$ cat config.mk
export PLATFORM = sky130hd
export DESIGN_NAME = x86_64_instruction_encoder_top_flat
export DESIGN_NICKNAME = d
export VERILOG_FILES = /design/src/rtl/core/x86enc_pkg.sv /design/src/rtl/core/x86enc_req_if.sv /design/src/rtl/core/x86enc_code_if.sv /design/src/rtl/core/x86enc_fifo.sv /design/src/rtl/core/x86enc_front.sv /design/src/rtl/core/x86enc_back.sv /design/src/rtl/core/x86_64_instruction_encoder_top.sv /design/src/flat_wrapper.sv
export SDC_FILE = /design/constraint.sdc
export NUM_CORES = 1
export LEC_CHECK = 0
export BUFFER_PORTS_ARGS = -buffer_cell sky130_fd_sc_hd__buf_2
export CELL_PAD_IN_SITES_DETAIL_PLACEMENT = 0
export CELL_PAD_IN_SITES_GLOBAL_PLACEMENT = 2
export CORE_UTILIZATION = 40
export CTS_BUF_LIST = sky130_fd_sc_hd__clkbuf_16
export CTS_CLUSTER_DIAMETER = 150
export DETAILED_ROUTE_END_ITERATION = 10
export HOLD_SLACK_MARGIN = 0.12
export PLACE_DENSITY = 0.81
export SYNTH_ARGS = -nofsm -noshare
export SYNTH_HDL_FRONTEND = slang
export SYNTH_SLANG_ARGS = --single-unit
export TNS_END_PERCENT = 10
$ cat constraint.sdc
create_clock -name clk -period 5.44 [get_ports clk]
set_input_delay 0.816 -clock clk [delete_from_list [all_inputs] [get_ports clk]]
set_output_delay 0.816 -clock clk [all_outputs]
set_load 0.03 [all_outputs]
$ cat src/rtl/core/x86enc_pkg.sv
// ============================================================================
// x86enc_pkg
// Shared types, operation codes and the byte-building function for the
// x86-64 instruction encoder.
// ============================================================================
package x86enc_pkg;

    // Operation selector codes
    typedef enum logic [4:0] {
        FN_RET     = 5'd0,
        FN_LEAVE   = 5'd1,
        FN_PUSH    = 5'd2,
        FN_POP     = 5'd3,
        FN_CALLR   = 5'd4,
        FN_MOVRQ   = 5'd5,
        FN_MOVRR   = 5'd6,
        FN_MOVRAR  = 5'd7,
        FN_MOVRABR = 5'd8,
        FN_MOVRRA  = 5'd9,
        FN_MOVRRAB = 5'd10,
        FN_INC     = 5'd11,
        FN_ADDRB   = 5'd12,
        FN_ADDRR   = 5'd13,
        FN_DEC     = 5'd14,
        FN_SUBRB   = 5'd15,
        FN_SUBRR   = 5'd16,
        FN_XOR     = 5'd17,
        FN_CMP     = 5'd18,
        FN_TEST    = 5'd19,
        FN_JNE     = 5'd20
    } func_t;

    // Result status codes
    localparam logic ST_OK      = 1'b0;
    localparam logic ST_BAD_REG = 1'b1;

    // Longest instruction: REX, opcode and a quadword immediate
    localparam int MAX_BYTES  = 10;
    localparam int IDX_W      = $clog2(MAX_BYTES);

    // Instruction queue between front and back
    localparam int FIFO_DEPTH = 2;
    localparam int FIFO_AW    = $clog2(FIFO_DEPTH);
    localparam int FIFO_CW    = $clog2(FIFO_DEPTH + 1);

    // Encoding constants
    localparam logic [7:0] REX_W      = 8'h48;
    localparam logic [3:0] SP_REG     = 4'd4;
    localparam logic [7:0] SIB_SP     = 8'h24;
    localparam logic [7:0] MOD_REG    = 8'hC0;
    localparam logic [7:0] MOD_IND    = 8'h00;
    localparam logic [7:0] MOD_DISP8  = 8'h40;

    // One encoded instruction as held in the queue
    typedef struct packed {
        logic [MAX_BYTES-1:0][7:0] bytes;
        logic [IDX_W-1:0]          last_idx;
        logic                      status;
    } desc_t;

    // Operation codes that produce output
    function automatic logic func_known(input logic [4:0] func);
        return func <= FN_JNE;
    endfunction

    function automatic logic [7:0] modrm(input logic [7:0] mode,
                                         input logic [2:0] rm,
                                         input logic [2:0] rg);
        return mode | {2'b00, rg, rm};
    endfunction

    // Build the full byte list of one instruction
    function automatic desc_t encode(input logic [4:0]  func,
                                     input logic [4:0]  d,
                                     input logic [4:0]  s,
                                     input logic [7:0]  dsp,
                                     input logic [7:0]  imm,
                                     input logic [63:0] q);
        desc_t      r;
        logic       one;
        logic       two;
        logic [7:0] rex1;
        logic [7:0] rex2;
        logic [7:0] rexr;
        r      = '0;
        one    = 1'b0;
        two    = 1'b0;
        rex1   = REX_W | {7'd0, d[3]};
        rex2   = REX_W | {5'd0, s[3], 1'b0, d[3]};
        rexr   = REX_W | {5'd0, d[3], 2'b00};
        r.status = ST_OK;

        // Which register operands the operation checks
        unique case (func)
            FN_RET, FN_LEAVE, FN_JNE: ;
            FN_PUSH, FN_POP, FN_CALLR, FN_MOVRQ,
            FN_INC, FN_ADDRB, FN_DEC, FN_SUBRB: one = 1'b1;
            default: two = 1'b1;
        endcase

        if ((one && d[4]) || (two && (d[4] || s[4]))) begin
            r.status = ST_BAD_REG;
            return r;
        end

        unique case (func)
            FN_RET: r.bytes[0] = 8'hC3;
            FN_LEAVE: r.bytes[0] = 8'hC9;
            FN_PUSH:
            begin
                r.bytes[0] = rex1;
                r.bytes[1] = 8'h50 | {5'd0, d[2:0]};
                r.last_idx = IDX_W'(1);
            end
            FN_POP:
            begin
                r.bytes[0] = rex1;
                r.bytes[1] = 8'h58 | {5'd0, d[2:0]};
                r.last_idx = IDX_W'(1);
            end
            FN_CALLR:
            begin
                r.bytes[0] = rex1;
                r.bytes[1] = 8'hFF;
                r.bytes[2] = 8'hD0 | {5'd0, d[2:0]};
                r.last_idx = IDX_W'(2);
            end
            FN_MOVRQ:
            begin
                r.bytes[0] = rex1;
                r.bytes[1] = 8'hB8 | {5'd0, d[2:0]};
                for (int k = 0; k < 8; k++) begin
                    r.bytes[2 + k] = q[8*k +: 8];
                end
                r.last_idx = IDX_W'(MAX_BYTES - 1);
            end
            FN_MOVRR:
            begin
                r.bytes[0] = rex2;
                r.bytes[1] = 8'h89;
                r.bytes[2] = modrm(MOD_REG, d[2:0], s[2:0]);
                r.last_idx = IDX_W'(2);
            end
            FN_MOVRAR:
            begin
                r.bytes[0] = rex2;
                r.bytes[1] = 8'h89;
                if (d[3:0] == SP_REG) begin
                    r.bytes[2] = modrm(MOD_IND, 3'd4, s[2:0]);
                    r.bytes[3] = SIB_SP;
                    r.last_idx = IDX_W'(3);
                end else begin
                    r.bytes[2] = modrm(MOD_IND, d[2:0], s[2:0]);
                    r.last_idx = IDX_W'(2);
                end
            end
            FN_MOVRABR:
            begin
                r.bytes[0] = rex2;
                r.bytes[1] = 8'h89;
                if (d[3:0] == SP_REG) begin
                    r.bytes[2] = modrm(MOD_DISP8, 3'd4, s[2:0]);
                    r.bytes[3] = SIB_SP;
                    r.bytes[4] = dsp;
                    r.last_idx = IDX_W'(4);
                end else begin
                    r.bytes[2] = modrm(MOD_DISP8, d[2:0], s[2:0]);
                    r.bytes[3] = dsp;
                    r.last_idx = IDX_W'(3);
                end
            end
            FN_MOVRRA:
            begin
                r.bytes[1] = 8'h8B;
                if (s[3:0] == SP_REG) begin
                    r.bytes[0] = rexr;
                    r.bytes[2] = modrm(MOD_IND, 3'd4, d[2:0]);
                    r.bytes[3] = SIB_SP;
                    r.last_idx = IDX_W'(3);
                end else begin
                    r.bytes[0] = rex2;
                    r.bytes[2] = modrm(MOD_IND, d[2:0], s[2:0]);
                    r.last_idx = IDX_W'(2);
                end
            end
            FN_MOVRRAB:
            begin
                r.bytes[1] = 8'h8B;
                if (s[3:0] == SP_REG) begin
                    r.bytes[0] = rexr;
                    r.bytes[2] = modrm(MOD_DISP8, 3'd4, d[2:0]);
                    r.bytes[3] = SIB_SP;
                    r.bytes[4] = dsp;
                    r.last_idx = IDX_W'(4);
                end else begin
                    r.bytes[0] = rex2;
                    r.bytes[2] = modrm(MOD_DISP8, d[2:0], s[2:0]);
                    r.bytes[3] = dsp;
                    r.last_idx = IDX_W'(3);
                end
            end
            FN_INC:
            begin
                r.bytes[0] = rex1;
                r.bytes[1] = 8'hFF;
                r.bytes[2] = 8'hC0 | {5'd0, d[2:0]};
                r.last_idx = IDX_W'(2);
            end
            FN_ADDRB:
            begin
                r.bytes[0] = rex1;
                r.bytes[1] = 8'h83;
                r.bytes[2] = 8'hC0 | {5'd0, d[2:0]};
                r.bytes[3] = imm;
                r.last_idx = IDX_W'(3);
            end
            FN_DEC:
            begin
                r.bytes[0] = rex1;
                r.bytes[1] = 8'hFF;
                r.bytes[2] = 8'hC8 | {5'd0, d[2:0]};
                r.last_idx = IDX_W'(2);
            end
            FN_SUBRB:
            begin
                r.bytes[0] = rex1;
                r.bytes[1] = 8'h83;
                r.bytes[2] = 8'hE8 | {5'd0, d[2:0]};
                r.bytes[3] = imm;
                r.last_idx = IDX_W'(3);
            end
            FN_ADDRR, FN_SUBRR, FN_XOR, FN_CMP, FN_TEST:
            begin
                r.bytes[0] = rex2;
                unique case (func)
                    FN_ADDRR: r.bytes[1] = 8'h01;
                    FN_SUBRR: r.bytes[1] = 8'h29;
                    FN_XOR:   r.bytes[1] = 8'h31;
                    FN_CMP:   r.bytes[1] = 8'h39;
                    default:  r.bytes[1] = 8'h85;
                endcase
                r.bytes[2] = modrm(MOD_REG, d[2:0], s[2:0]);
                r.last_idx = IDX_W'(2);
            end
            default:
            begin
                // Short jne and undefined codes (the latter never queued)
                r.bytes[0] = 8'h75;
                r.bytes[1] = imm;
                r.last_idx = IDX_W'(1);
            end
        endcase
        return r;
    endfunction

endpackage

$ cat src/rtl/core/x86enc_req_if.sv
// ============================================================================
// x86enc_req_if
// Request channel: one instruction request per transfer.
// ============================================================================
interface x86enc_req_if;
    logic              valid;
    logic              ready;
    logic [4:0]        func;
    logic [4:0]        dst_reg;
    logic [4:0]        src_reg;
    logic [7:0]        disp8;
    logic signed [7:0] imm8;
    logic [63:0]       imm64;

    modport source (
        output valid, func, dst_reg, src_reg, disp8, imm8, imm64,
        input  ready
    );
    modport sink (
        input  valid, func, dst_reg, src_reg, disp8, imm8, imm64,
        output ready
    );
endinterface

$ cat src/rtl/core/x86enc_code_if.sv
// ============================================================================
// x86enc_code_if
// Code channel: one machine code byte per transfer.
// ============================================================================
interface x86enc_code_if;
    logic       valid;
    logic       ready;
    logic [7:0] code_byte;
    logic       last_byte;
    logic       status;

    modport source (
        output valid, code_byte, last_byte, status,
        input  ready
    );
    modport sink (
        input  valid, code_byte, last_byte, status,
        output ready
    );
endinterface

$ cat src/rtl/core/x86enc_fifo.sv
// ============================================================================
// x86enc_fifo
// Short queue of encoded instructions between the front and the back.
// ============================================================================
module x86enc_fifo
    import x86enc_pkg::*;
(
    input  logic  clk,
    input  logic  rst_n,
    input  logic  push,
    input  desc_t push_data,
    output logic  full,
    input  logic  pop,
    output logic  head_valid,
    output desc_t head
);

    desc_t              mem_reg [FIFO_DEPTH];
    logic [FIFO_AW-1:0] wr_ptr_reg;
    logic [FIFO_AW-1:0] wr_ptr_next;
    logic [FIFO_AW-1:0] rd_ptr_reg;
    logic [FIFO_AW-1:0] rd_ptr_next;
    logic [FIFO_CW-1:0] count_reg;
    logic [FIFO_CW-1:0] count_next;
    logic               do_push;
    logic               do_pop;

    assign full       = (count_reg == FIFO_CW'(FIFO_DEPTH));
    assign head_valid = (count_reg != '0);
    assign head       = mem_reg[rd_ptr_reg];
    assign do_push    = push && !full;
    assign do_pop     = pop && head_valid;

    // Pointer and occupancy update
    always_comb
    begin
        wr_ptr_next = wr_ptr_reg;
        rd_ptr_next = rd_ptr_reg;
        count_next  = count_reg;
        if (do_push) begin
            wr_ptr_next = (wr_ptr_reg == FIFO_AW'(FIFO_DEPTH - 1)) ? '0 : wr_ptr_reg + 1'b1;
        end
        if (do_pop) begin
            rd_ptr_next = (rd_ptr_reg == FIFO_AW'(FIFO_DEPTH - 1)) ? '0 : rd_ptr_reg + 1'b1;
        end
        if (do_push && !do_pop) begin
            count_next = count_reg + 1'b1;
        end else if (do_pop && !do_push) begin
            count_next = count_reg - 1'b1;
        end
    end

    always_ff @(posedge clk or negedge rst_n)
    begin
        if (!rst_n) begin
            wr_ptr_reg <= '0;
            rd_ptr_reg <= '0;
            count_reg  <= '0;
        end else begin
            wr_ptr_reg <= wr_ptr_next;
            rd_ptr_reg <= rd_ptr_next;
            count_reg  <= count_next;
        end
    end

    // Entry storage
    always_ff @(posedge clk)
    begin
        if (do_push) begin
            mem_reg[wr_ptr_reg] <= push_data;
        end
    end

endmodule

$ cat src/rtl/core/x86enc_front.sv
// ============================================================================
// x86enc_front
// Takes instruction requests, checks operands and builds the byte list.
// ============================================================================
module x86enc_front
    import x86enc_pkg::*;
(
    x86enc_req_if.sink req,
    input  logic       q_full,
    output logic       q_push,
    output desc_t      q_data
);

    // Accept whenever the queue has room; undefined operations are dropped
    assign req.ready = !q_full;
    assign q_push    = req.valid && !q_full && func_known(req.func);
    assign q_data    = encode(req.func, req.dst_reg, req.src_reg,
                              req.disp8, req.imm8, req.imm64);

endmodule

$ cat src/rtl/core/x86enc_back.sv
// ============================================================================
// x86enc_back
// Serializes queued instructions into one code byte per transfer.
// ============================================================================
module x86enc_back
    import x86enc_pkg::*;
(
    input  logic         clk,
    input  logic         rst_n,
    input  logic         q_valid,
    input  desc_t        q_head,
    output logic         q_pop,
    x86enc_code_if.source code
);

    logic [IDX_W-1:0] idx_reg;
    logic [IDX_W-1:0] idx_next;
    logic             out_valid_reg;
    logic             out_valid_next;
    logic [7:0]       code_byte_reg;
    logic             last_byte_reg;
    logic             status_reg;
    logic             load;
    logic             at_last;

    // Output register is free when empty or being taken this cycle
    assign load    = q_valid && (!out_valid_reg || code.ready);
    assign at_last = (idx_reg == q_head.last_idx);
    assign q_pop   = load && at_last;

    always_comb
    begin
        idx_next       = idx_reg;
        out_valid_next = out_valid_reg;
        if (load) begin
            out_valid_next = 1'b1;
            idx_next       = at_last ? '0 : idx_reg + 1'b1;
        end else if (code.ready) begin
            out_valid_next = 1'b0;
        end
    end

    always_ff @(posedge clk or negedge rst_n)
    begin
        if (!rst_n) begin
            idx_reg       <= '0;
            out_valid_reg <= 1'b0;
        end else begin
            idx_reg       <= idx_next;
            out_valid_reg <= out_valid_next;
        end
    end

    // Output payload
    always_ff @(posedge clk)
    begin
        if (load) begin
            code_byte_reg <= q_head.bytes[idx_reg];
            last_byte_reg <= at_last;
            status_reg    <= q_head.status;
        end
    end

    assign code.valid     = out_valid_reg;
    assign code.code_byte = code_byte_reg;
    assign code.last_byte = last_byte_reg;
    assign code.status    = status_reg;

endmodule

$ cat src/rtl/core/x86_64_instruction_encoder_top.sv
// ============================================================================
// x86_64_instruction_encoder_top
// x86-64 instruction encoder: one request in, its machine code bytes out.
// ============================================================================
// Usage:
//   req  - instruction request channel (valid/ready). A transfer carries the
//          operation, register numbers, displacement and immediates.
//   code - code byte channel (valid/ready), one byte per transfer, with
//          last_byte on the final byte and status set for a bad register
//          (then a single zero byte).
// The front encodes a request in the cycle of its transfer and writes it
// into a two-entry instruction queue; the back reads the queue head and
// moves one byte per cycle into the output register whenever that register
// is empty or its byte is being taken. The first byte of a request passes
// through the queue entry and then the output register. An instruction of N
// bytes (1 to 10) is sent as N transfers; the output register sets the
// sustained rate. Requests keep being taken while the queue has room, also
// while a byte waits at a stalled receiver. Undefined operation codes are
// taken and produce no bytes.
// Reset empties the queue and clears the output valid; when the receiver
// stalls, the output byte holds and the queue fills, then req.ready drops.
// ============================================================================
module x86_64_instruction_encoder_top
    import x86enc_pkg::*;
(
    input  logic          clk,
    input  logic          rst_n,
    x86enc_req_if.sink    req,
    x86enc_code_if.source code
);

    logic  q_full;
    logic  q_push;
    logic  q_pop;
    logic  q_valid;
    desc_t q_data;
    desc_t q_head;

    x86enc_front u_front (
        .req    (req),
        .q_full (q_full),
        .q_push (q_push),
        .q_data (q_data)
    );

    x86enc_fifo u_fifo (
        .clk        (clk),
        .rst_n      (rst_n),
        .push       (q_push),
        .push_data  (q_data),
        .full       (q_full),
        .pop        (q_pop),
        .head_valid (q_valid),
        .head       (q_head)
    );

    x86enc_back u_back (
        .clk     (clk),
        .rst_n   (rst_n),
        .q_valid (q_valid),
        .q_head  (q_head),
        .q_pop   (q_pop),
        .code    (code)
    );

endmodule
$ cat src/flat_wrapper.sv
// flat-port wrapper written by rule: the top's interface ports become plain ports
module x86_64_instruction_encoder_top_flat import x86enc_pkg::*;
  (clk, rst_n, req_valid, req_func, req_dst_reg, req_src_reg, req_disp8, req_imm8, req_imm64, req_ready, code_valid, code_code_byte, code_last_byte, code_status, code_ready);
  x86enc_req_if req_i ();
  x86enc_code_if code_i ();
  input  logic clk;
  input  logic rst_n;
  input wire logic [$bits(req_i.valid)-1:0] req_valid;
  input wire logic [$bits(req_i.func)-1:0] req_func;
  input wire logic [$bits(req_i.dst_reg)-1:0] req_dst_reg;
  input wire logic [$bits(req_i.src_reg)-1:0] req_src_reg;
  input wire logic [$bits(req_i.disp8)-1:0] req_disp8;
  input wire logic [$bits(req_i.imm8)-1:0] req_imm8;
  input wire logic [$bits(req_i.imm64)-1:0] req_imm64;
  output wire logic [$bits(req_i.ready)-1:0] req_ready;
  output wire logic [$bits(code_i.valid)-1:0] code_valid;
  output wire logic [$bits(code_i.code_byte)-1:0] code_code_byte;
  output wire logic [$bits(code_i.last_byte)-1:0] code_last_byte;
  output wire logic [$bits(code_i.status)-1:0] code_status;
  input wire logic [$bits(code_i.ready)-1:0] code_ready;
  assign req_i.valid = req_valid;
  assign req_i.func = req_func;
  assign req_i.dst_reg = req_dst_reg;
  assign req_i.src_reg = req_src_reg;
  assign req_i.disp8 = req_disp8;
  assign req_i.imm8 = req_imm8;
  assign req_i.imm64 = req_imm64;
  assign req_ready = req_i.ready;
  assign code_valid = code_i.valid;
  assign code_code_byte = code_i.code_byte;
  assign code_last_byte = code_i.last_byte;
  assign code_status = code_i.status;
  assign code_i.ready = code_ready;
  x86_64_instruction_encoder_top u_core (.clk(clk), .rst_n(rst_n), .req(req_i), .code(code_i));
endmodule
After elaboration in Yosys (flattened, before gate mapping)
Memories as Yosys holds them, arrays and structs flattened. Index checks and enable logic that the tools add are counted.

Register bits: 19. RAM bits: 170. Input bits: 99. Output and inout bits: 12. Word-level logic and storage cells: 109. Memories: 1.

Add/sub/neg operators: 5. Magnitude comparators: 2. Eq/ne operators: 24. Mux-type cells: 36. Reduce and logical (&&, ||, !) cells: 33.

Memory list: u_core.u_fifo.mem_reg (words 2, width 85, read ports 1, clocked after Yosys merged registers in 0, write ports 1, line x86enc_fifo.sv:18) `desc_t mem_reg [FIFO_DEPTH];`.

Operator list (count): $mux W85 (2); $pmux W8 S6 (2); $pmux W8 S10 (1); $pmux W8 S9 (1); $eq A5 B4 Y1 const B (8); $mux W40 (1); $bmux W8 S4 (1); $mux W16 (2); $pmux W4 S8 (1); $pmux W8 S4 (1); $eq A5 B5 Y1 const B (5); $mux W8 (3); $pmux W8 S3 (1); $eq A5 B3 Y1 const B (4); $mux W6 (3); $reduce_or A8 Y1 (2); $mux W7 (2); $reduce_or A11 Y1 (1); $eq A5 B2 Y1 const B (2); $logic_and A1 B1 Y1 (10); $mux W1 (10); $reduce_or A9 Y1 (1); $eq A4 B3 Y1 const B (2); $reduce_or A2 Y1 (4); 19 further kinds (30).

Logic depth before layout (Yosys ltp)
Gate-level depths: netlist (run 1).

Depth after elaboration: 9. Gate-level depth with buffers: 11. Gate-level depth less buffers: 9.

Hierarchy
A second synthesis (run 1) with hierarchy kept.

Cells, all modules: 700. Area, all modules: 9756.9 um^2.

Modules (own cells, without submodules): x86enc_fifo (instances 1, cells an instance 284, area each 6536.3 um^2, sequential area each 5205.0 um^2); x86enc_front (instances 1, cells an instance 301, area each 1933.1 um^2, sequential area each 0.0 um^2); x86enc_back (instances 1, cells an instance 115, area each 1287.5 um^2, sequential area each 425.4 um^2).

Least setup slack after synthesis (run 1)
Ideal clock, no wire load.

Kind: input to register. From: input req_func[1]. To: memory u_core.u_fifo.mem_reg[0][0] in the netlist's numbering (enable). Setup time: 0.527 ns. Arrival: 5.052 ns. Required time: 4.913 ns. Path slack: -0.139 ns. Stages: 7. Path buffers: 2. Path through: buf_2 > buf_2 > o21ai_0 > nand2_1 > nand2_1 > nand3_1 > nor2_1.

Longest elaborated chain between the ends: 5.

RTL lines: start, declared (line flat_wrapper.sv:9) `input wire logic [$bits(req_i.func)-1:0] req_func;`; $le A5 B5 Y1 (line x86enc_pkg.sv:63) `return func <= FN_JNE;`; $logic_and A1 B1 Y1 (line x86enc_front.sv:16) `assign q_push = req.valid && !q_full && func_known(req.func);`; $logic_and A1 B1 Y1 (line x86enc_fifo.sv:31) `assign do_push = push && !full;`; $mux W1 (line x86enc_fifo.sv:69) `if (do_push) begin`; $mux W1 (implied by the code) (line x86enc_fifo.sv:70) `mem_reg[wr_ptr_reg] <= push_data;`; end, declared (line x86enc_fifo.sv:18).

No other way between the ends.

Worst setup path in the final report (run 1)
From: register u_core.u_back.idx_reg[0]. To: register u_core.u_back.code_byte_reg[7], in the netlist u_core.u_back.code.code_byte[7], data pin.

Longest elaborated chain between the ends: 2.

RTL lines: start, declared (line x86enc_back.sv:16) `logic [IDX_W-1:0] idx_reg;`; start signal, assigned (line x86enc_back.sv:49) `idx_reg <= idx_next;`; $bmux W8 S4 (line x86enc_back.sv:58) `code_byte_reg <= q_head.bytes[idx_reg];`; $mux W8 (implied by the code) (line x86enc_back.sv:58); end signal, assigned (line x86enc_back.sv:58); end, declared (line x86enc_back.sv:20) `logic [7:0] code_byte_reg;`.

No other way between the ends. The select of a mux whose other input is x is not followed. A chain may end at the register's enable or synchronous reset.

==> impl_metrics.csv, run 1 <==
group,metric,value,unit
status,status,"complete, no violations",
pwr,p_sw_frac,0.330,
final_layout,syn_to_final_growth,15.3,%
setup_path,start_kind,"flop",
final_layout,layout-drive-gt1-share,0.258,
final_layout,multi_input_area,3030,sq um
synth,synth_top_area_frac,0.604,
timing,slew_headroom,0.212,
pwr,power_frac_comb,0.286,
setup_path,cp-end-kind,"flop",
global_route,grtUsageTotal,0.199,
setup_path,critPathBufInv,1,
synth,ys_top_cells_by_count,"edfxtp_1, nor2_1, and2_1",
setup_path,path_class,"reg2reg",
placement,portBuffers,110,
floorplanning,die_area,22700,sq um
setup_path,worst_ep_arrival_time,3.25,ns
setup_path,reg2reg_depth,6,
detailed_routing,wire_per_inst,21.4,um
synth,ys.flop_type,"edfxtp_1",
final_layout,nets,828,
clocking,cts_tree,"yes",
setup_path,crit_chain,"buf_4 > mux2i_1 > a22o_1 > a2111oi_0 > a21oi_1 > o22ai_1",
placement,place_inst,988,
clocking,clk_pin_slew,0.07,ns
synth,synth.most_common_cell,"edfxtp_1",
final_layout,fillers,1940,
setup_path,worstPathMaxFanout,32,
clocking,clock-sinks,187,
setup_path,cp_slowest_stage_delay,0.91,ns
timing,rsz0062_at_grt,"false",
final_layout,fin_cells,1020,
detailed_routing,viasPerCell,5.67,
timing,fmax,336,MHz
synth,yosys.area.top_type,"edfxtp_1",
synth,synthCells,637,
timing,fin_setup_tns,0,ns
placement,dp_hpwl,15300,um
synth,synth_cell_type_count,59,
timing,finalHoldViolCount,0,
detailed_routing,ant_nets,0,
timing,whs,0.224,ns
final_layout,utilization,0.469,
floorplanning,core_area,21800,sq um
floorplanning,num_rows,54,
timing,period_needed,2.98,ns
clocking,clk_latency,0.43,ns
setup_path,worst-path-stages,6,
timing,setup_violations,0,
synth,ys_seq_elements,187,
pwr,internal-power,0.00312,W
detailed_routing,routed_wl,21800,um
timing,worstMarginPinSlew,1.18,ns
synth,synth_edf_count,178,
placement,dpl_cell_area,9600,sq um
final_layout,fin_area,10200,sq um
setup_path,cp_slowest_cell,"dfrtp_2",
clocking,htree_levels,4,
global_route,grt_max_degree,85,
pwr,ir_drop,0.000196,V
timing,fin_worst_skew,0.0144,ns
global_route,antenna_found_initial,0,
floorplanning,start_util,0.407,
detailed_routing,first_pass_iters,7,
synth,syn-cell-area,8850,sq um
floorplanning,die_width,151,um
global_route,grt_overflow_total,0,
pwr,leakage,3.60,nW
clocking,cts_max_path_buffers,2,
synth,ys_seq_area_frac,0.629,
synth,ys_warn_count,0,
pwr,switchingPower,0.00154,W
synth,syn_nets,738,
timing,drv_slew,0,
floorplanning,dieHeight,151,um
clocking,cts.repair.resized,0,
clocking,cts_setup_buffers,0,
final_layout,largest_reg_flops,168,
clocking,hold_buffers,0,
global_route,grt_pass1_wl,33000,um
pwr,power_density,457,nW/um^2
run,cap_violations,0,
setup_path,critPathRequiredTime,5.71,ns
synth,avgSynthCellArea,13.9,sq um
worst_hold_path,holdCritPathClass,"in2async",
synth,synthTopCellsByArea,"edfxtp_1, mux4_2, mux2i_1",
detailed_routing,drc_errors,0,
clocking,root_buffer,"clkbuf_16",
setup_path,crit_family,"compound AO/OA/AOI/OAI gates",
pwr,clock_power_share,0.266,
final_layout,seq_area,5570,sq um
pwr,seqPwrFrac,0.448,
final_layout,n_antenna_cell,0,
placement,place_congestion,0.848,
timing,period_share,0.547,
synth,synth-async-reset-ratio,0.0481,
detailed_routing,drtIter0Drc,597,
detailed_routing,vias,5780,
global_route,grt_pass1_vias,5708,
floorplanning,io_pins,111,
clocking,cts_buffers,17,
-- layer usage --
metal | share of wire | vias to the layer above | GRT usage
li1 | - | 2676 | -
met3 | 0.051 | 20 | 0.0373
met2 | 0.49 | 187 | 0.316
met5 | 0 | - | 0
met4 | 0.011 | 0 | 0.0595
met1 | 0.45 | 2897 | 0.276
-- cells in the final DEF, fill, tap and decap left out, types with 9 or more instances in the layout --
cell,count
edfxtp_1,178
mux4_2,28
mux2i_1,32
xnor2_1,9
nand2_1,32
and2_1,41
clkbuf_16,17
a21oi_1,29
nor3_1,9
o22ai_1,10
o21ai_0,23
nor2_1,51
a222oi_1,9
nor2b_1,11
buf_2,110
a22oi_1,12
nand2b_1,10
inv_1,10
-- final timing paths --
check	startpoint	endpoint	slack, ns
min in group clk	u_core.u_back.code.valid	u_core.u_back.code.valid	0.50
worst min-delay path	rst_n	u_core.u_back.idx_reg[2]	0.22
worst max register to register	u_core.u_back.idx_reg[0]	u_core.u_back.code.code_byte[7]	2.46
worst max-delay path	u_core.u_back.idx_reg[0]	u_core.u_back.code.code_byte[7]	2.46
worst min register to register	u_core.u_back.code.valid	u_core.u_back.code.valid	0.50
max in group asynchronous	rst_n	u_core.u_back.idx_reg[0]	5.01
-- worst reg2reg max path, cell delays in order (launching register included) --
cell and delay, ns:
dfrtp_2 0.91, buf_4 0.43, mux2i_1 0.15, a22o_1 0.25, a2111oi_0 0.74, a21oi_1 0.17
o22ai_1 0.17
-- final cells by class --
class | count | share of cell area
Tap cell | 280 | 0.0343
Clock inverter | 15 | 0.0177
Multi-Input combinational cell | 395 | 0.297
Sequential cell | 187 | 0.546
Timing Repair Buffer | 117 | 0.0603
Clock buffer | 17 | 0.0417
Inverter | 9 | 0.00331
-- power by group through the flow --
stage                     Sequential [W]  Combinational [W]  Clock, W
final                            0.00209            0.00133   0.00124
after global routing             0.00212            0.00145   0.00132
after CTS                        0.00210            0.00135   0.00126
after detailed placement         0.00213            0.00135         0
after global placement           0.00211            0.00133         0
after floorplan                  0.00210           0.000971         0
-- metrics by stage --
stage               power [W]  worst slack, ns
global route          0.00488             2.23
detailed placement    0.00348             2.08
finish                0.00466             2.46
CTS                   0.00471             2.40
global placement      0.00345             2.15
floorplan             0.00307             1.27
-- logic make-up after synthesis --
kind of cell / share of synthesized area
adders and majority gates: 0.00283
xor gates and xnor gates: 0.0119
AOI/OAI and AO/OA: 0.108
buffers and inverters: 0.0303
muxes: 0.109
and+or+nand+nor: 0.109
DFF: 0.629
Note: power is estimated with default switching activity, not from simulation.
==> inputs of run 2 (changes only) <==
CORE_UTILIZATION = 37   (was 40)
PLACE_DENSITY = 0.79   (was 0.81)
clock period = 2.5 ns   (was 5.44 ns; I/O delays follow)
==> impl_metrics.csv, run 2 (synthesis results as in run 1) <==
group,metric,value,unit
status,status,"complete, no violations",
setup_path,worstPathMaxFanout,15,
timing,finalHoldViolCount,0,
timing,whs,0.219,ns
timing,setup_ws,0.218,ns
floorplanning,core_area,23500,sq um
clocking,cts_max_path_buffers,2,
timing,period_share,0.913,
timing,rsz0062_at_grt,"false",
timing,fin_worst_skew,0.0115,ns
global_route,grt_pass1_vias,5979,
final_layout,layout-drive-gt1-share,0.302,
clocking,clk_pin_slew,0.08,ns
setup_path,worstReg2RegStart,"u_core.u_fifo.rd_ptr_reg",
pwr,leakage,3.83,nW
global_route,grtUsageTotal,0.192,
floorplanning,dieHeight,157,um
final_layout,seq_area,5570,sq um
setup_path,worst_ep_arrival_time,2.55,ns
final_layout,multi_input_area,3040,sq um
final_layout,n_antenna_cell,0,
clocking,cts_tree,"yes",
timing,drv_slew,0,
worst_hold_path,holdCritStartpoint,"code_ready",
floorplanning,io_pins,111,
placement,place_congestion,0.917,
global_route,grt_overflow_total,0,
pwr,power_density,979,nW/um^2
global_route,antenna_found_initial,0,
detailed_routing,wire_per_inst,20.4,um
placement,portBuffers,110,
detailed_routing,drc_errors,0,
global_route,grt_max_degree,53,
placement,dp_hpwl,16500,um
detailed_routing,vias,6004,
setup_path,start_kind,"flop",
worst_hold_path,holdCritPathClass,"in2reg",
detailed_routing,routed_wl,22500,um
timing,period_needed,2.28,ns
setup_path,setup.worst_path.start,"u_core.u_fifo.rd_ptr_reg",
global_route,grt_pass1_wl,34800,um
timing,setup_violations,0,
setup_path,cp-end-kind,"flop",
setup_path,critPathRequiredTime,2.77,ns
setup_path,path_class,"reg2reg",
clocking,clock-sinks,187,
final_layout,final_cell_mix,"edfxtp_1, buf_2, nor2_1",
detailed_routing,first_pass_iters,7,
final_layout,largest_reg_flops,168,
floorplanning,start_util,0.377,
timing,slew_headroom,0.198,
pwr,ir_drop,0.000478,V
timing,worstMarginPinSlew,1.20,ns
clocking,cts.repair.resized,0,
pwr,power,0.0105,W
floorplanning,die_area,24500,sq um
clocking,clk_latency,0.43,ns
clocking,cts_buffers,17,
final_layout,fillers,2098,
final_layout,nets,872,
clocking,cts_setup_buffers,0,
detailed_routing,ant_nets,0,
timing,fmax,438,MHz
clocking,htree_levels,4,
clocking,root_buffer,"clkbuf_16",
floorplanning,num_rows,56,
floorplanning,die_width,157,um
final_layout,final_common_cell,"edfxtp_1",
detailed_routing,viasPerCell,5.44,
placement,place_ws,-0.00845,ns
detailed_routing,drtIter0Drc,577,
run,cap_violations,0,
final_layout,syn_to_final_growth,20.6,%
-- run 2: final timing paths --
check	endpoint	slack, ns	depth (start not counted)
worst min-delay path	u_core.u_back.code.valid	0.22	3
min in group asynchronous	u_core.u_back.idx_reg[2]	0.32	2
worst max-delay path	u_core.u_back.code.code_byte[6]	0.22	6
worst max register to register	u_core.u_back.code.code_byte[6]	0.22	6
max in group asynchronous	u_core.u_fifo.rd_ptr_reg	1.96	2
worst min register to register	u_core.u_back.code.valid	0.51	2
-- run 2: metrics by stage --
stage	utilization	TNS [ns]	cells	area [sq um]
finish	0.455	0	1103	10700
global route	0.455	0	1103	10700
CTS	0.455	0	1103	10700
detailed placement	0.429	-0.0169	1070	10100
global placement	0.429	0	1070	10100
floorplan	-	-15.98	637	8930
-- run 2: report_power, final --
group	leakage (nW)	switching, W	internal (W)
Combinational	1.77	0.00195	0.00148
Clock	0.294	0.00128	0.00135
Sequential	1.77	0.000244	0.00415
-- run 2: routing by layer --
metal / share of wire / wire length, um / GRT usage
met4: 0.019 / 437 / 0.0635
met2: 0.49 / 11000 / 0.312
met5: 0 / 0 / 0
met1: 0.44 / 9900 / 0.261
met3: 0.054 / 1230 / 0.0318
-- run 2: what timing repair did --
item	CTS	global route
hold buffers	1	0
endpoints found under the hold margin	9	0
endpoints found under the setup margin	0	0
-- run 2: cell type report --
cell class,count,area share
multi-input combinational,395,0.285
inverter,9,0.00340
clock buffer,17,0.0398
sequential,187,0.522
clock inverter,15,0.0154
timing repair buffer,161,0.0970
tap,319,0.0374
-- run 2: worst max-delay path: stages (launching register included) --
cell       delay (ns)
dfrtp_2          0.55
and2_0           0.35
a22o_1           0.24
a2111oi_0        0.56
buf_4            0.21
a21oi_1          0.06
o22ai_1          0.16
==> inputs of run 3 (changes only) <==
CORE_ASPECT_RATIO = 0.75   (was default)
SLEW_MARGIN = 30   (was default)
==> impl_metrics.csv, run 3 (synthesis results as in run 1) <==
group,metric,value,unit
timing,period_needed,2.28,ns
pwr,ir_drop,0.000536,V
global_route,grt_overflow_total,0,
final_layout,final_common_cell,"edfxtp_1",
placement,place_congestion,0.961,
pwr,clock_power_share,0.249,
timing,fin_worst_skew,0.00873,ns
final_layout,fillers,2117,
setup_path,worstReg2RegEnd,"u_core.u_back.code.code_byte[7]",
clocking,cts_max_path_buffers,2,
floorplanning,die_width,181,um
pwr,power_density,979,nW/um^2
global_route,antenna_found_initial,0,
placement,portBuffers,110,
clocking,cts_buffers,17,
run,cap_violations,0,
final_layout,fin_area,10600,sq um
pwr,leakage,3.83,nW
setup_path,cp-end-kind,"flop",
setup_path,start_kind,"flop",
setup_path,worstReg2RegStart,"u_core.u_fifo.rd_ptr_reg",
global_route,grt_pass1_vias,6196,
timing,worstMarginPinSlew,0.686,ns
clocking,cts.repair.resized,0,
detailed_routing,first_pass_iters,7,
final_layout,fin_cells,1091,
setup_path,crit_chain,"and2_0 > a22o_1 > a2111oi_0 > buf_4 > a21oi_1 > o22ai_1",
worst_hold_path,hold-path-cell-count,3,
setup_path,cp_slowest_cell,"a2111oi_0",
clocking,clk_pin_slew,0.07,ns
clocking,cts_tree,"yes",
placement,place_inst,1059,
detailed_routing,ant_nets,0,
timing,slew_headroom,0.541,
detailed_routing,drtIter0Drc,722,
floorplanning,dieHeight,136,um
global_route,grtUsageTotal,0.200,
final_layout,final_cell_mix,"edfxtp_1, buf_2, buf_4",
final_layout,nets,880,
floorplanning,start_util,0.381,
setup_path,crit_family,"compound AO/OA/AOI/OAI gates",
setup_path,worst_ep_arrival_time,2.56,ns
final_layout,layout-drive-gt1-share,0.307,
timing,finalHoldViolCount,0,
detailed_routing,routed_wl,23600,um
clocking,clk_latency,0.44,ns
pwr,internal-power,0.00698,W
setup_path,r2r_slack,0.22,ns
final_layout,largest_reg_flops,168,
clocking,root_buffer,"clkbuf_16",
timing,period_share,0.911,
setup_path,critPathBufInv,1,
pwr,switchingPower,0.00342,W
placement,dp_hpwl,17100,um
setup_path,reg2reg_depth,6,
clocking,htree_levels,4,
setup_path,worstPathMaxFanout,13,
floorplanning,die_area,24600,sq um
pwr,power_frac_comb,0.323,
detailed_routing,wire_per_inst,21.6,um
worst_hold_path,min_to,"u_core.u_back.code.valid",
timing,fmax,439,MHz
status,status,"complete, no violations",
setup_path,critPathRequiredTime,2.78,ns
timing,drv_slew,0,
detailed_routing,vias,6086,
global_route,grt_pass1_wl,36200,um
pwr,p_sw_frac,0.328,
worst_hold_path,holdCritStartpoint,"code_ready",
floorplanning,num_rows,48,
final_layout,syn_to_final_growth,20.0,%
floorplanning,io_pins,111,
detailed_routing,drc_errors,0,
final_layout,n_antenna_cell,0,
global_route,grt_max_degree,68,
setup_path,path_class,"reg2reg",
detailed_routing,viasPerCell,5.58,
timing,fin_setup_tns,0,ns
placement,dpl_cell_area,10100,sq um
timing,setup_violations,0,
setup_path,cp_slowest_stage_delay,0.61,ns
clocking,clock-sinks,187,
timing,rsz0062_at_grt,"false",
worst_hold_path,holdCritPathClass,"in2reg",
pwr,seqPwrFrac,0.428,
timing,whs,0.212,ns
floorplanning,core_area,23200,sq um
-- run 3: area by class of cell --
cell class	count	area, sq um	area share
clock inverters	14	135	0.0127
flip-flops and latches	187	5570	0.525
clock buffers	17	425	0.0401
inverters	9	36.3	0.00342
well taps	300	375	0.0353
multi-input cells	395	3040	0.286
repair buffers	169	1030	0.0973
-- run 3: metrics by stage --
step / total power [W] / util / worst slack (ns)
2_1_floorplan: 0.00669 / - / -0.152
3_3_place_gp: 0.00784 / 0.432 / 0.201
3_5_place_dp: 0.00790 / 0.432 / 0.182
4_1_cts: 0.0105 / 0.457 / 0.187
5_1_grt: 0.0109 / 0.457 / 0.106
6_report: 0.0104 / 0.457 / 0.221
-- run 3: worst reg2reg max path: stages (launching register included) --
cell	delay [ns]
dfrtp_2	0.55
and2_0	0.30
a22o_1	0.23
a2111oi_0	0.61
buf_4	0.22
a21oi_1	0.06
o22ai_1	0.16
-- run 3: worst max-delay path by stage --
stage          slack, ns                         endpoint                      from  depth (start not counted)
3_3_place_gp        0.20  u_core.u_back.code.code_byte[2]  u_core.u_fifo.rd_ptr_reg                          6
2_1_floorplan      -0.15      u_core.u_fifo.mem_reg[0][0]               req_func[1]                          7
3_5_place_dp        0.18     u_core.u_fifo.mem_reg[0][35]               req_func[2]                          7
4_1_cts             0.19  u_core.u_back.code.code_byte[7]  u_core.u_fifo.rd_ptr_reg                          6
5_1_grt             0.11  u_core.u_back.code.code_byte[2]  u_core.u_fifo.rd_ptr_reg                          6
6_report            0.22  u_core.u_back.code.code_byte[7]  u_core.u_fifo.rd_ptr_reg                          6
-- run 3: per-layer routing --
layer / GRT usage / vias up / wire length [um]
met3: 0.0450 / 27 / 1810
met5: 0 / - / 0
met2: 0.304 / 260 / 10500
met1: 0.287 / 3028 / 11000
li1: - / 2771 / -
met4: 0.0598 / 0 / 325
-- run 3: power groups by stage --
stage,clock [W],sequential (W),combinational [W]
final,0.00259,0.00445,0.00336
after global routing,0.00277,0.00451,0.00364
after CTS,0.00265,0.00446,0.00339
after detailed placement,0,0.00452,0.00338
after global placement,0,0.00449,0.00335
after floorplan,0,0.00455,0.00214
-- run 3: timing repair --
action / 4_1_cts / 5_1_grt
hold endpoints to repair: 9 / 0
setup buffers: 0 / 0
hold buffers: 1 / 0
setup endpoints to repair: 0 / 0
